[src/hdl/ucmc_pkg.sv]
// Shared types, constants and mapping functions for the case map classifier.
`timescale 1ns / 1ps

package ucmc_pkg;

    localparam int unsigned CP_W = 21;

    typedef logic [CP_W-1:0] t_code;

    // Offsets between the case members of a block
    localparam t_code OFS_BLOCK = t_code'(32'h20);
    localparam t_code OFS_CYR   = t_code'(32'h50);
    localparam t_code OFS_PAIR  = t_code'(32'h1);

    typedef struct packed {
        t_code lower_code;
        t_code upper_code;
        logic  is_upper;
        logic  is_lower;
        logic  is_digit;
        logic  is_whitespace;
    } t_map_result;

    function automatic logic in_range(input t_code c, input t_code lo, input t_code hi);
        return (c >= lo) && (c <= hi);
    endfunction

    function automatic t_code map_lower(input t_code c);
        logic odd;
        odd = c[0];
        if (in_range(c, t_code'(32'h41), t_code'(32'h5A)))              return c + OFS_BLOCK;
        else if (in_range(c, t_code'(32'hC0), t_code'(32'hD6)))         return c + OFS_BLOCK;
        else if (in_range(c, t_code'(32'hD8), t_code'(32'hDE)))         return c + OFS_BLOCK;
        else if (in_range(c, t_code'(32'h100), t_code'(32'h136)) && !odd) return c + OFS_PAIR;
        else if (in_range(c, t_code'(32'h139), t_code'(32'h147)) && odd)  return c + OFS_PAIR;
        else if (in_range(c, t_code'(32'h14A), t_code'(32'h176)) && !odd) return c + OFS_PAIR;
        else if (in_range(c, t_code'(32'h179), t_code'(32'h17D)) && odd)  return c + OFS_PAIR;
        else if (in_range(c, t_code'(32'h400), t_code'(32'h40F)))       return c + OFS_CYR;
        else if (in_range(c, t_code'(32'h410), t_code'(32'h42F)))       return c + OFS_BLOCK;
        else if (in_range(c, t_code'(32'h460), t_code'(32'h480)) && !odd) return c + OFS_PAIR;
        else if (in_range(c, t_code'(32'h48A), t_code'(32'h522)) && !odd) return c + OFS_PAIR;
        else                                                            return c;
    endfunction

    function automatic t_code map_upper(input t_code c);
        logic odd;
        odd = c[0];
        if (in_range(c, t_code'(32'h61), t_code'(32'h7A)))              return c - OFS_BLOCK;
        else if (in_range(c, t_code'(32'hE0), t_code'(32'hF6)))         return c - OFS_BLOCK;
        else if (in_range(c, t_code'(32'hF8), t_code'(32'hFE)))         return c - OFS_BLOCK;
        else if (in_range(c, t_code'(32'h101), t_code'(32'h137)) && odd)  return c - OFS_PAIR;
        else if (in_range(c, t_code'(32'h13A), t_code'(32'h148)) && !odd) return c - OFS_PAIR;
        else if (in_range(c, t_code'(32'h14B), t_code'(32'h177)) && odd)  return c - OFS_PAIR;
        else if (in_range(c, t_code'(32'h17A), t_code'(32'h17E)) && !odd) return c - OFS_PAIR;
        else if (in_range(c, t_code'(32'h450), t_code'(32'h45F)))       return c - OFS_CYR;
        else if (in_range(c, t_code'(32'h430), t_code'(32'h44F)))       return c - OFS_BLOCK;
        else if (in_range(c, t_code'(32'h461), t_code'(32'h481)) && odd)  return c - OFS_PAIR;
        else if (in_range(c, t_code'(32'h48B), t_code'(32'h523)) && odd)  return c - OFS_PAIR;
        else                                                            return c;
    endfunction

    function automatic logic is_white(input t_code c);
        return in_range(c, t_code'(32'h09), t_code'(32'h0D))
            || (c == t_code'(32'h20))   || (c == t_code'(32'h85))
            || (c == t_code'(32'hA0))   || (c == t_code'(32'h1680))
            || (c == t_code'(32'h180E))
            || in_range(c, t_code'(32'h2000), t_code'(32'h200A))
            || (c == t_code'(32'h2028)) || (c == t_code'(32'h2029))
            || (c == t_code'(32'h202F)) || (c == t_code'(32'h205F))
            || (c == t_code'(32'h3000));
    endfunction

endpackage

[src/hdl/ucmc_map.sv]
// Combinational case mapping and classification of one code point.
`timescale 1ns / 1ps

module ucmc_map (
    input  ucmc_pkg::t_code       i_code,
    output ucmc_pkg::t_map_result o_result
);

    ucmc_pkg::t_code w_lower;
    ucmc_pkg::t_code w_upper;

    assign w_lower = ucmc_pkg::map_lower(i_code);
    assign w_upper = ucmc_pkg::map_upper(i_code);

    always_comb begin
        o_result.lower_code    = w_lower;
        o_result.upper_code    = w_upper;
        o_result.is_upper      = (w_lower != i_code);
        o_result.is_lower      = (w_upper != i_code);
        o_result.is_digit      = ucmc_pkg::in_range(i_code, ucmc_pkg::t_code'(32'h30),
                                                    ucmc_pkg::t_code'(32'h39));
        o_result.is_whitespace = ucmc_pkg::is_white(i_code);
    end

endmodule

[src/hdl/unicode_case_map_classifier_top.sv]
// Top level: input register, mapping logic and result register.
//
//  channel | direction | handshake                 | payload
//  input   | in        | i_in_valid / o_in_ready   | i_code_point
//  result  | out       | o_out_valid / i_out_ready | o_lower_code, o_upper_code, o_is_*
//
// One code point per cycle sustained while the result side keeps draining; an item passes
// the input register, then the result register, with the range compares in between.
// Reset clears both stage valid bits; payload registers are not reset.
// A stalled result holds in the result register; the input register keeps taking
// items while it is empty or the result register is empty or being drained.
`timescale 1ns / 1ps

module unicode_case_map_classifier_top (
    input  logic                         i_clk,
    input  logic                         i_rst_n,
    input  logic                         i_in_valid,
    output logic                         o_in_ready,
    input  logic [ucmc_pkg::CP_W-1:0]    i_code_point,
    output logic                         o_out_valid,
    input  logic                         i_out_ready,
    output logic [ucmc_pkg::CP_W-1:0]    o_lower_code,
    output logic [ucmc_pkg::CP_W-1:0]    o_upper_code,
    output logic                         o_is_upper,
    output logic                         o_is_lower,
    output logic                         o_is_digit,
    output logic                         o_is_whitespace
);

    logic                  r_in_valid;
    ucmc_pkg::t_code       r_code;
    logic                  r_out_valid;
    ucmc_pkg::t_map_result r_result;

    logic                  n_in_valid;
    logic                  n_out_valid;
    logic                  w_out_load;
    ucmc_pkg::t_map_result w_map;

    ucmc_map u_map (
        .i_code   (r_code),
        .o_result (w_map)
    );

    // Result register takes a new item when empty or being drained
    assign w_out_load = !r_out_valid || i_out_ready;
    assign o_in_ready = !r_in_valid || w_out_load;

    always_comb begin
        n_in_valid  = o_in_ready ? i_in_valid : r_in_valid;
        n_out_valid = w_out_load ? r_in_valid : r_out_valid;
    end

    always_ff @(posedge i_clk) begin
        if (!i_rst_n) begin
            r_in_valid  <= 1'b0;
            r_out_valid <= 1'b0;
        end else begin
            r_in_valid  <= n_in_valid;
            r_out_valid <= n_out_valid;
        end
    end

    always_ff @(posedge i_clk) begin
        if (o_in_ready && i_in_valid) begin
            r_code <= i_code_point;
        end
        if (w_out_load && r_in_valid) begin
            r_result <= w_map;
        end
    end

    assign o_out_valid     = r_out_valid;
    assign o_lower_code    = r_result.lower_code;
    assign o_upper_code    = r_result.upper_code;
    assign o_is_upper      = r_result.is_upper;
    assign o_is_lower      = r_result.is_lower;
    assign o_is_digit      = r_result.is_digit;
    assign o_is_whitespace = r_result.is_whitespace;

`ifndef ASSERT_OFF
    // A held item in the input register moves on whenever the result side frees up
    a_advance: assert property (@(posedge i_clk) disable iff (!i_rst_n)
        (r_in_valid && w_out_load) |=> o_out_valid)
        else $error("input item not advanced to result register");

    // Result register captures the mapping of the item it took
    a_capture: assert property (@(posedge i_clk) disable iff (!i_rst_n)
        (r_in_valid && w_out_load) |=> (o_lower_code == $past(w_map.lower_code)
                                        && o_upper_code == $past(w_map.upper_code)))
        else $error("result register does not hold the mapped item");

    // A digit has no case
    a_digit_caseless: assert property (@(posedge i_clk) disable iff (!i_rst_n)
        (o_out_valid && o_is_digit) |-> (!o_is_upper && !o_is_lower && !o_is_whitespace))
        else $error("digit flagged as cased or whitespace");

    // An empty input register never blocks the input channel
    a_ready_when_empty: assert property (@(posedge i_clk) disable iff (!i_rst_n)
        !r_in_valid |-> o_in_ready)
        else $error("input blocked while input register empty");
`endif

endmodule

[config.mk]
export PLATFORM = sky130hd
export DESIGN_NAME = unicode_case_map_classifier_top
export DESIGN_NICKNAME = d
export VERILOG_FILES = /design/src/hdl/ucmc_pkg.sv /design/src/hdl/ucmc_map.sv /design/src/hdl/unicode_case_map_classifier_top.sv
export SDC_FILE = /design/constraint.sdc
export NUM_CORES = 1
export LEC_CHECK = 0
export ABC_AREA = 1
export BUFFER_PORTS_ARGS = -buffer_cell sky130_fd_sc_hd__buf_4
export CAP_MARGIN = 20
export CORE_UTILIZATION = 60
export CTS_CLUSTER_SIZE = 10
export DETAILED_ROUTE_END_ITERATION = 8
export PLACE_DENSITY = 0.82
export SYNTH_ARGS = -nofsm -noshare
export SYNTH_HDL_FRONTEND = slang
export SYNTH_HIERARCHICAL = 1
export SYNTH_SLANG_ARGS = --single-unit
[constraint.sdc]
create_clock -name i_clk -period 4.6 [get_ports i_clk]
set_input_delay 1.15 -clock i_clk [delete_from_list [all_inputs] [get_ports i_clk]]
set_output_delay 1.15 -clock i_clk [all_outputs]
set_load 0.01 [all_outputs]
Word-level counts from Yosys, hierarchy flattened
Cells that the tools add are included.
{"block": "word_totals", "reg_bits": 69, "latchBits": 0, "mem_bits_rw": 0, "rom_bits": 0, "in_bits": 25, "output_inout_bits": 48, "wordCells": 154, "mem_count": 0}
{"block": "op_classes", "addsub": 6, "mul": 0, "div_mod_pow": 0, "magnitude_cmp": 50, "eq_ne": 12, "shift": 0, "muxes": 22, "n_bitwise": 0, "n_reduce_logical": 55}
{"operator": "$mux 21", "count": 22}
{"operator": "$ge 21x11->1 const B", "count": 8}
{"operator": "$ge 21x9->1 const B", "count": 8}
{"operator": "$le 21x11->1 const B", "count": 8}
{"operator": "$le 21x9->1 const B", "count": 8}
{"operator": "$eq 21x14->1 const B", "count": 5}
{"operator": "$ge 21x8->1 const B", "count": 4}
{"operator": "$le 21x8->1 const B", "count": 4}
{"operator": "$eq 21x13->1 const B", "count": 2}
{"operator": "$eq 21x8->1 const B", "count": 2}
{"operator": "$ge 21x7->1 const B", "count": 2}
{"operator": "$le 21x7->1 const B", "count": 2}
{"operator": "$ne 21x21->1", "count": 2}
{"operator": "$logic_and 1x1->1", "count": 39}
{"operator": "$add 21x1->21 const B", "count": 1}
{"operator": "$add 21x6->21 const B", "count": 1}
{"operator": "$add 21x7->21 const B", "count": 1}
{"operator": "$eq 21x6->1 const B", "count": 1}
{"operator": "$ge 21x14->1 const B", "count": 1}
{"operator": "$ge 21x4->1 const B", "count": 1}
{"operator": "$ge 21x6->1 const B", "count": 1}
{"operator": "$le 21x14->1 const B", "count": 1}
{"operator": "$le 21x4->1 const B", "count": 1}
{"operator": "$le 21x6->1 const B", "count": 1}
{"operator": "5 further kinds", "count": 19}

Logic depth before layout (Yosys ltp)
Gate-level depths: netlist (run 1).
{"block": "logic_depth", "ltp_word": 15, "ltp_mapped": 23, "depth_no_buf": 22}

Cells and area by module
Netlist (run 1), hierarchy kept.
{"mod": "ucmc_map", "instances": 1, "cells_per_inst": 748, "area_each_um2": 3741.1, "seq_area_each_um2": 0.0}
{"mod": "unicode_case_map_classifier_top", "instances": 1, "cells_per_inst": 80, "area_each_um2": 2107.0, "seq_area_each_um2": 2052.0}

Least setup slack after synthesis (run 1)
No wires, ideal clock.
{"block": "synth_timing", "path_type": "input port to flip-flop", "start": "in i_out_ready", "end": "reg r_result, in the netlist o_is_digit (enable)", "setup_ns": 0.465, "t_arrival_ns": 3.461, "required_ns": 4.135, "setup_slack_ns": 0.674, "cell_stages": 2, "path_buffers": 0, "cell_sequence": "inv_1 -> a21oi_1"}
{"block": "synth_via", "elab_chain_cells": 2}
{"element": "start: declaration", "line_no": "unicode_case_map_classifier_top.sv:21", "text": "input logic i_out_ready,"}
{"element": "$logic_or 1x1->1", "line_no": "unicode_case_map_classifier_top.sv:46", "text": "assign w_out_load = !r_out_valid || i_out_ready;"}
{"element": "$logic_and 1x1->1", "line_no": "unicode_case_map_classifier_top.sv:68", "text": "if (w_out_load && r_in_valid) begin"}
{"element": "end signal: assignment", "line_no": "unicode_case_map_classifier_top.sv:69", "text": "r_result <= w_map;"}
{"element": "end: declaration", "line_no": "unicode_case_map_classifier_top.sv:33", "text": "ucmc_pkg::t_map_result r_result;"}
Every way passes these cells.
A chain may end at the register's enable or synchronous reset.

==> metrics.md, run 1 <==
| Metric | Value |
|---|---|
| Fin cells | 1027 |
| Layout Nets | 931 |
| Max_slew headroom | 33.5% |
| All-Layer GR Usage | 44.0% |
| Avg WL per Cell | 21.0 um |
| Initial antenna violation count | 0 |
| Synthesis-to-layout area growth | 14.8% |
| Port Buffers | 72 |
| Finish-stage setup viols | 0 |
| DR vias | 6649 |
| Post-Syn Nets | 866 |
| Synth warnings | 6 |
| Detail Placement HPWL | 15900 um |
| Crit path max fanout | 13 |
| Overall die height | 101 um |
| Die ar. | 10100 um2 |
| Synth top area share | 34.4% |
| IO Pins | 73 |
| Status | complete, no violations |
| Leading area contributor after synthesis | edfxtp_1 |
| EDFF count, synth | 67 |
| Max VDD drop | 172 uV |
| First-pass DRT Iterations | 9 |
| HP Class | reg2reg |
| #FFs+latches synth | 69 |
| Core Area | 9330 um2 |
| CTS tree | built |
| Critical Path RT | 4.72 ns |
| Vias in the first global route | 6251 |
| Post-CTS Hold Fix Bufs | 0 |
| Final Hold Vio Count | 0 |
| Final worst slack | 0.964 ns |
| Critical Path Max Stage Delay | 0.70 ns |
| Starting Density | 62.7% |
| Power Density | 244 nW/um2 |
| Leak | 0.00308 uW |
| Die Wd | 101 um |
| CTS buffer count | 9 |
| Worst-path cell chain | nor2_1 -> nand2_1 -> nor2_1 -> nand3_1 -> nand3_1 -> nand2_4 -> nand2_1 -> inv_2 -> nand2_1 -> nand2_1 -> nand2_1 -> nand2_1 -> nand2_1 -> nand2_1 -> nand2_1 -> nand4_1 -> nor2_1 -> nand2_1 |
| Avg Cell Area, Syn | 7.06 um2 |
| Post-CTS Setup Inserts | 0 |
| Count leader, synth | nand2_1 |
| Achievable Freq | 0.275 GHz |
| Critical Path End Type | flip-flop |
| CTS Sinks | 69 |
| Drt drc | 0 |
| CP max-delay cell | edfxtp_1 |
| ANT cells | 0 |
| Setup TNS | 0 ns |
| Layout cells sized above 1 | 18.9% |
| First-pass GRT wire length | 33100 um |
| Clock Tree Buf Depth | 2 |
| Placed cells | 1011 |
| WHS | 0.525 ns |
| Max cap viols | 0 |
| H-tree Lvls | 3 |
| Dominant synthesized flop cell | edfxtp_1 |
| Worst clock skew | 0.0230 ns |
| Post-Route WL | 21600 um |
| Final core occ | 72.0% |
| Via-per-instance ratio | 6.47 |
| Worst Max-Slew Pin Slew | 0.995 ns |
| Largest net degree at the start of global routing | 28 |
| Synth top cells by count | 200 x nand2_1, 109 x nand3_1, 102 x nor2_1 |
| Asr flop ratio synth | 0% |
| CTS Root Cell | clkbuf_8 |
| Nature of the critical path startpoint | flip-flop |
| Syn Std Cell Area | 5850 um2 |
| Post-DRT Antenna Nets | 0 |
| Register area share after synthesis | 35.1% |
| CP top delay family | simple AND/OR/NAND/NOR gates |
| Grt ovf | 0 |
| WP buf/inv | 1 |
| Filler Cells Inserted | 750 |
| CP Class | reg2reg |
| Most Frequent Cell on Critical Path | nand2_1 |
| Crit path DAT | 3.76 ns |
| Clock latency on the worst-skew pair | 0.38 ns |
| Max Slew Vio Count | 0 |
| RePlAce Congestion | 1.24 |
| Place WS | 1.26 ns |
| Top post-synthesis cells by area | edfxtp_1 34%, nand2_1 13%, nand3_1 9.3%, nor2_1 6.5%, inv_1 5.8% |
| Initial DRC count | 1173 |
| Post-CTS sizing | 0 |
| RSZ-0062 raised after global routing | false |
| Fin crit share | 79.0% |
| Rows | 35 |
| Syn Inst Count | 828 |
| Count of cell types in the netlist | 43 |
| Worst-path clk slew | 0.09 ns |
| Crit path time final | 3.64 ns |
worst paths after layout:
path / from / endpoint / slack (ns) / depth (start not counted)
max: r_code[7] / o_is_lower / 0.96 / 18
min: r_in_valid / r_in_valid / 0.52 / 2
max reg2reg: r_code[7] / o_is_lower / 0.96 / 18
min reg2reg: r_in_valid / r_in_valid / 0.52 / 2
per-stage QoR:
step           total power, uW  instance area (um2)
6_report                  1640                 6710
3_5_place_dp              1040                 6490
2_1_floorplan              928                 5850
4_1_cts                   1620                 6710
5_1_grt                   1670                 6710
3_3_place_gp              1040                 6490
cell families after synthesis:
logic type,synth area share [%]
flip-flops,35.1
adder cells (fa/ha/maj),2.78
XOR/XNOR,2.10
AO/OA/AOI/OAI,9.54
buffers and inverters,9.84
AND/OR/NAND/NOR,40.7
power by group:
group,internal (uW),switching [uW]
sequential,727,34.9
clock,311,283
combinational,91.0,191
total,1130,510
worst min-delay path: stages, from the launching register on:
cell	delay (ns)
dfxtp_1	0.33
nand3_2	0.10
a21oi_2	0.05
layout make-up:
type	count	area, um2	share of cell area (%)
Clock inverter	6	93.8	1.40
Tap cell	129	161	2.40
Clock buffer	10	128	1.90
Inverter	106	402	5.98
Multi-Input combinational cell	621	3230	48.1
Sequential cell	69	2050	30.6
Timing Repair Buffer	86	646	9.62
cell usage in the layout, fill, tap and decap left out, types with 12 or more instances in the layout:
cell / instances
inv_2: 12
nor2_2: 12
o21ai_0: 35
nand2_1: 200
inv_1: 90
buf_4: 86
nand3_1: 109
ha_1: 13
nor2_1: 102
xor2_1: 14
edfxtp_1: 67
nand4_1: 22
a21oi_1: 22
nand2_2: 12
state kept, by name (all words and copies together), names as in the netlist:
register         cells
o_is_whitespace      1
o_lower_code        21
o_upper_code        21
o_is_digit           1
o_is_upper           1
o_out_valid          1
r_code              21
r_in_valid           1
o_is_lower           1
per-layer routing:
metal,global-route usage (%),wire [um],part of all wire [%],vias to the layer above
li1,-,-,-,2882
met1,56.3,7680,36,2901
met2,64.7,8800,41,672
met3,14.6,3420,16,194
met4,26.4,1710,7.9,0
met5,0,0,0,-
Note: power is estimated with default switching activity, not from simulation.
==> inputs of run 2 (changes only) <==
==> constraint.sdc (replaced) <==
create_clock -name i_clk -period 3.8 [get_ports i_clk]
set_input_delay 0.95 -clock i_clk [delete_from_list [all_inputs] [get_ports i_clk]]
set_output_delay 0.95 -clock i_clk [all_outputs]
set_load 0.01 [all_outputs]
==> metrics.md, run 2 (synthesis gave the netlist of run 1 again) <==
| Metric | Value |
|---|---|
| Avg WL per Cell | 21.1 um |
| Commonest non-fill, non-tap cell in the layout | nand2_1 |
| Crit path DAT | 3.55 ns |
| Max VDD drop | 290 uV |
| Worst clock skew | 0.0156 ns |
| CTS Sinks | 69 |
| Commonest cells after routing, fill and taps aside | 200 x nand2_1, 109 x nand3_1, 102 x nor2_1 |
| Nature of the critical path startpoint | flip-flop |
| ANT cells | 0 |
| Achievable Freq | 0.289 GHz |
| Die ar. | 10100 um2 |
| Worst-path clk slew | 0.09 ns |
| Crit path time final | 3.45 ns |
| IO Pins | 73 |
| Post-DRT Antenna Nets | 0 |
| Crit path max fanout | 13 |
| RSZ-0062 raised after global routing | false |
| Die Wd | 101 um |
| Critical Path RT | 3.89 ns |
| Drt drc | 0 |
| CP Class | reg2reg |
| Layout cells sized above 1 | 19.6% |
| RePlAce Congestion | 1.22 |
| First-pass GRT wire length | 33600 um |
| Vias in the first global route | 6164 |
| Starting Density | 62.7% |
| Max cap viols | 0 |
| Post-Route WL | 21800 um |
| Synthesis-to-layout area growth | 15.7% |
| Overall die height | 101 um |
| Post-CTS Hold Fix Bufs | 0 |
| Final Hold Vio Count | 0 |
| Critical Path End Type | flip-flop |
| Layout Nets | 938 |
| All-Layer GR Usage | 44.6% |
| Max Slew Vio Count | 0 |
| Via-per-instance ratio | 6.41 |
| WHS | 0.512 ns |
| Power Density | 291 nW/um2 |
| Clock latency on the worst-skew pair | 0.35 ns |
| Status | complete, no violations |
| Initial DRC count | 1089 |
| Setup TNS | 0 ns |
| Grt ovf | 0 |
| CTS Root Cell | clkbuf_8 |
| CTS buffer count | 9 |
| Rows | 35 |
| CTS tree | built |
| Initial antenna violation count | 1 |
| Largest net degree at the start of global routing | 47 |
| Post-CTS sizing | 0 |
| Max_slew headroom | 42.2% |
| DR vias | 6633 |
| Worst Max-Slew Pin Slew | 0.867 ns |
| First-pass DRT Iterations | 6 |
| Clock Tree Buf Depth | 2 |
| Core Area | 9330 um2 |
| HP Class | reg2reg |
| Post-CTS Setup Inserts | 0 |
| H-tree Lvls | 3 |
| Finish-stage setup viols | 0 |
| Detail Placement HPWL | 16300 um |
| Fin crit share | 90.9% |
| Leak | 0.00312 uW |
| Port Buffers | 72 |
==> run 2: per-stage QoR <==
step	utilization, %	total power (uW)	setup WS (ns)	area [um2]	instances
3_5_place_dp	70.2	1270	0.583	6550	1018
6_report	72.5	1970	0.346	6770	1034
5_1_grt	72.5	2010	0.192	6770	1034
4_1_cts	72.5	1950	0.560	6770	1034
3_3_place_gp	70.2	1260	0.639	6550	1018
2_1_floorplan	-	1120	0.0745	5850	828
==> run 2: cell type report <==
cell class	count	area, um2
timing repair buffer	93	698
clock buffer	10	128
fill	781	2560
sequential	69	2050
multi-input combinational	621	3230
clock inverter	6	93.8
inverter	106	402
tap	129	161
==> run 2: final timing paths <==
path	slack (ns)	endpoint	startpoint	cells after the start
hold / removal	0.51	r_in_valid	r_in_valid	2
setup / recovery	0.35	o_is_lower	r_code[19]	20
hold reg to reg	0.51	r_in_valid	r_in_valid	2
setup reg to reg	0.35	o_is_lower	r_code[19]	20
==> run 2: critical path: stages (launching register included) <==
cell      delay [ns]
edfxtp_1        0.52
nor2_4          0.31
nand2_4         0.18
nor2_8          0.30
nand2_4         0.17
nor2_8          0.23
inv_4           0.11
nor2_4          0.13
inv_2           0.05
nand2_1         0.09
nand2_1         0.09
inv_1           0.17
nand2_2         0.14
o21ai_2         0.11
nand2_1         0.11
nand2_1         0.08
nand2_1         0.05
nor2_1          0.12
nand3_1         0.09
nor2_1          0.09
nand2_1         0.05
==> run 2: power breakdown <==
group | switching [uW] | internal, uW | total, uW
registers | 42.8 | 880 | 923
logic | 235 | 114 | 349
clock network | 319 | 376 | 695
total | 597 | 1370 | 1970
==> run 2: per-layer routing <==
layer	global-route usage, %	vias to the layer above	share of wire [%]
met5	0	-	0
met4	26.6	0	7.0
met3	13.7	166	16
met2	66.8	628	42
met1	56.8	2930	35
li1	-	2909	-
==> inputs of run 3 (changes only) <==
--- a/config.mk
+++ b/config.mk
@@ -8,6 +8,7 @@
 export ABC_AREA = 1
 export BUFFER_PORTS_ARGS = -buffer_cell sky130_fd_sc_hd__buf_4
 export CAP_MARGIN = 20
+export CORE_ASPECT_RATIO = 0.5
 export CORE_UTILIZATION = 60
 export CTS_CLUSTER_SIZE = 10
 export DETAILED_ROUTE_END_ITERATION = 8
==> metrics.md, run 3 (synthesis gave the netlist of run 1 again) <==
| Metric | Value |
|---|---|
| Worst clock skew | 0.00674 ns |
| CTS Sinks | 69 |
| Multi-input gate area | 3230 um2 |
| Most Frequent Cell on Critical Path | nand2_1 |
| CP Class | reg2reg |
| H-tree Lvls | 3 |
| Die Wd | 142 um |
| CP max-delay cell | edfxtp_1 |
| Clock Power Share | 41.9% |
| Initial DRC count | 1447 |
| Final non-filler cell area | 6900 um2 |
| Fin crit share | 98.0% |
| First-pass DRT Iterations | 9 |
| Largest net degree at the start of global routing | 47 |
| Critical Path RT | 3.89 ns |
| Status | finished with violations |
| Via-per-instance ratio | 6.63 |
| Grt ovf | 0 |
| Critical Path Max Stage Delay | 0.63 ns |
| DR vias | 6910 |
| Setup TNS | 0 ns |
| Drt drc | 29 |
| Leak | 0.00317 uW |
| Clock latency on the worst-skew pair | 0.34 ns |
| Commonest non-fill, non-tap cell in the layout | nand2_1 |
| Commonest cells after routing, fill and taps aside | 200 x nand2_1, 109 x nand3_1, 102 x nor2_1 |
| Max cap viols | 0 |
| IO Pins | 73 |
| Worst Max-Slew Pin Slew | 0.912 ns |
| Net Sw Power | 644 uW |
| Clock Tree Buf Depth | 2 |
| HP Class | reg2reg |
| Crit path max fanout | 14 |
| Combinational power share | 16.5% |
| Detail Placement HPWL | 17800 um |
| Port Buffers | 72 |
| Final worst slack | 0.0769 ns |
| Place WS | 0.242 ns |
| Fin cells | 1042 |
| Int Power | 1580 uW |
| Failing checks | DRC |
| Critical Path End Type | flip-flop |
| Filler Cells Inserted | 745 |
| Power Density | 322 nW/um2 |
| Finish-stage setup viols | 0 |
| CTS buffer count | 9 |
| Crit path from | r_code[5] |
| Die ar. | 10200 um2 |
| Max VDD drop | 236 uV |
| Hold Startpoint | r_in_valid |
| Rows | 25 |
| CTS tree | built |
| Crit path DAT | 3.82 ns |
| Max_slew headroom | 38.6% |
| Synthesis-to-layout area growth | 18.0% |
| First-pass GRT wire length | 35200 um |
| Overall die height | 71.8 um |
| Final Hold Vio Count | 0 |
| Avg WL per Cell | 23.0 um |
| ANT cells | 0 |
| Max Slew Vio Count | 0 |
| Switching part of the total | 29.0% |
| Achievable Freq | 0.269 GHz |
| Flop pwr share | 41.6% |
| Layout Nets | 940 |
| Post-CTS sizing | 0 |
| Post-Route WL | 24000 um |
| CTS Root Cell | clkbuf_16 |
| Post-CTS Setup Inserts | 0 |
| Core Area | 9450 um2 |
| RePlAce Congestion | 1.17 |
| Register area | 2050 um2 |
| RSZ-0062 raised after global routing | false |
| Placed cells | 1026 |
| Worst-path clk slew | 0.06 ns |
| All-Layer GR Usage | 47.9% |
| Post-DRT Antenna Nets | 0 |
| Crit path time final | 3.72 ns |
| Worst-path cell chain | clkinvlp_4 -> ha_1 -> nand2_1 -> inv_1 -> nand3_1 -> nand2_1 -> nand2_2 -> nand2_2 -> o21ai_1 -> nand2_1 -> nand3_1 -> nand2_1 -> nand2_1 -> nand3_1 -> nor2_1 -> nand2_1 |
| Placed cell area | 6570 um2 |
| R2r startpoint | r_code[5] |
| Nature of the critical path startpoint | flip-flop |
| Starting Density | 61.9% |
| Vias in the first global route | 6246 |
| Layout cells sized above 1 | 20.1% |
| Post-CTS Hold Fix Bufs | 0 |
| Initial antenna violation count | 1 |
run 3: routing by layer:
metal  global-route usage (%)  part of all wire [%]  up-vias
li1                         -                     -     2904
met4                     20.4                   5.3        4
met1                     63.6                    37     3105
met3                     23.2                    19      171
met5                     3.83                  0.40        -
met2                     65.6                    38      726
run 3: power by group through the flow:
stage          registers (uW)  clock network [uW]  logic (uW)
3_3_place_gp              933                   0         333
2_1_floorplan             930                   0         194
5_1_grt                   926                 961         378
4_1_cts                   921                 932         342
6_report                  923                 930         366
3_5_place_dp              936                   0         338
run 3: worst max-delay path, delay by kind of cell (launching register included):
family,cells,cell delay [ns]
flops,1,0.63
compound gates,1,0.26
buf+inv,2,0.62
fa+ha+maj,1,0.44
simple gates,12,1.52
run 3: path summary, 6_finish.rpt:
check | endpoint | slack (ns) | cells past startpoint
worst max-delay path | o_is_upper | 0.08 | 16
worst min-delay path | r_in_valid | 0.51 | 2
worst max register to register | o_is_upper | 0.08 | 16
worst min register to register | r_in_valid | 0.51 | 2
run 3: metrics by stage:
stage | power [uW] | hold WS [ns] | utilization (%)
after floorplan | 1120 | 0.461 | -
after global placement | 1270 | 0.490 | 69.5
after detailed placement | 1270 | 0.503 | 69.5
after CTS | 2190 | 0.512 | 73.0
after global routing | 2270 | 0.534 | 73.0
final | 2220 | 0.510 | 73.0
run 3: cell type report:
type                       instances  area share, %
sequential                        69           29.7
clock buffer                       9           3.27
tap                              135           2.45
inverter                         106           5.88
multi-input combinational        621           46.9
timing repair buffer              95           10.3
clock inverter                     7           1.43
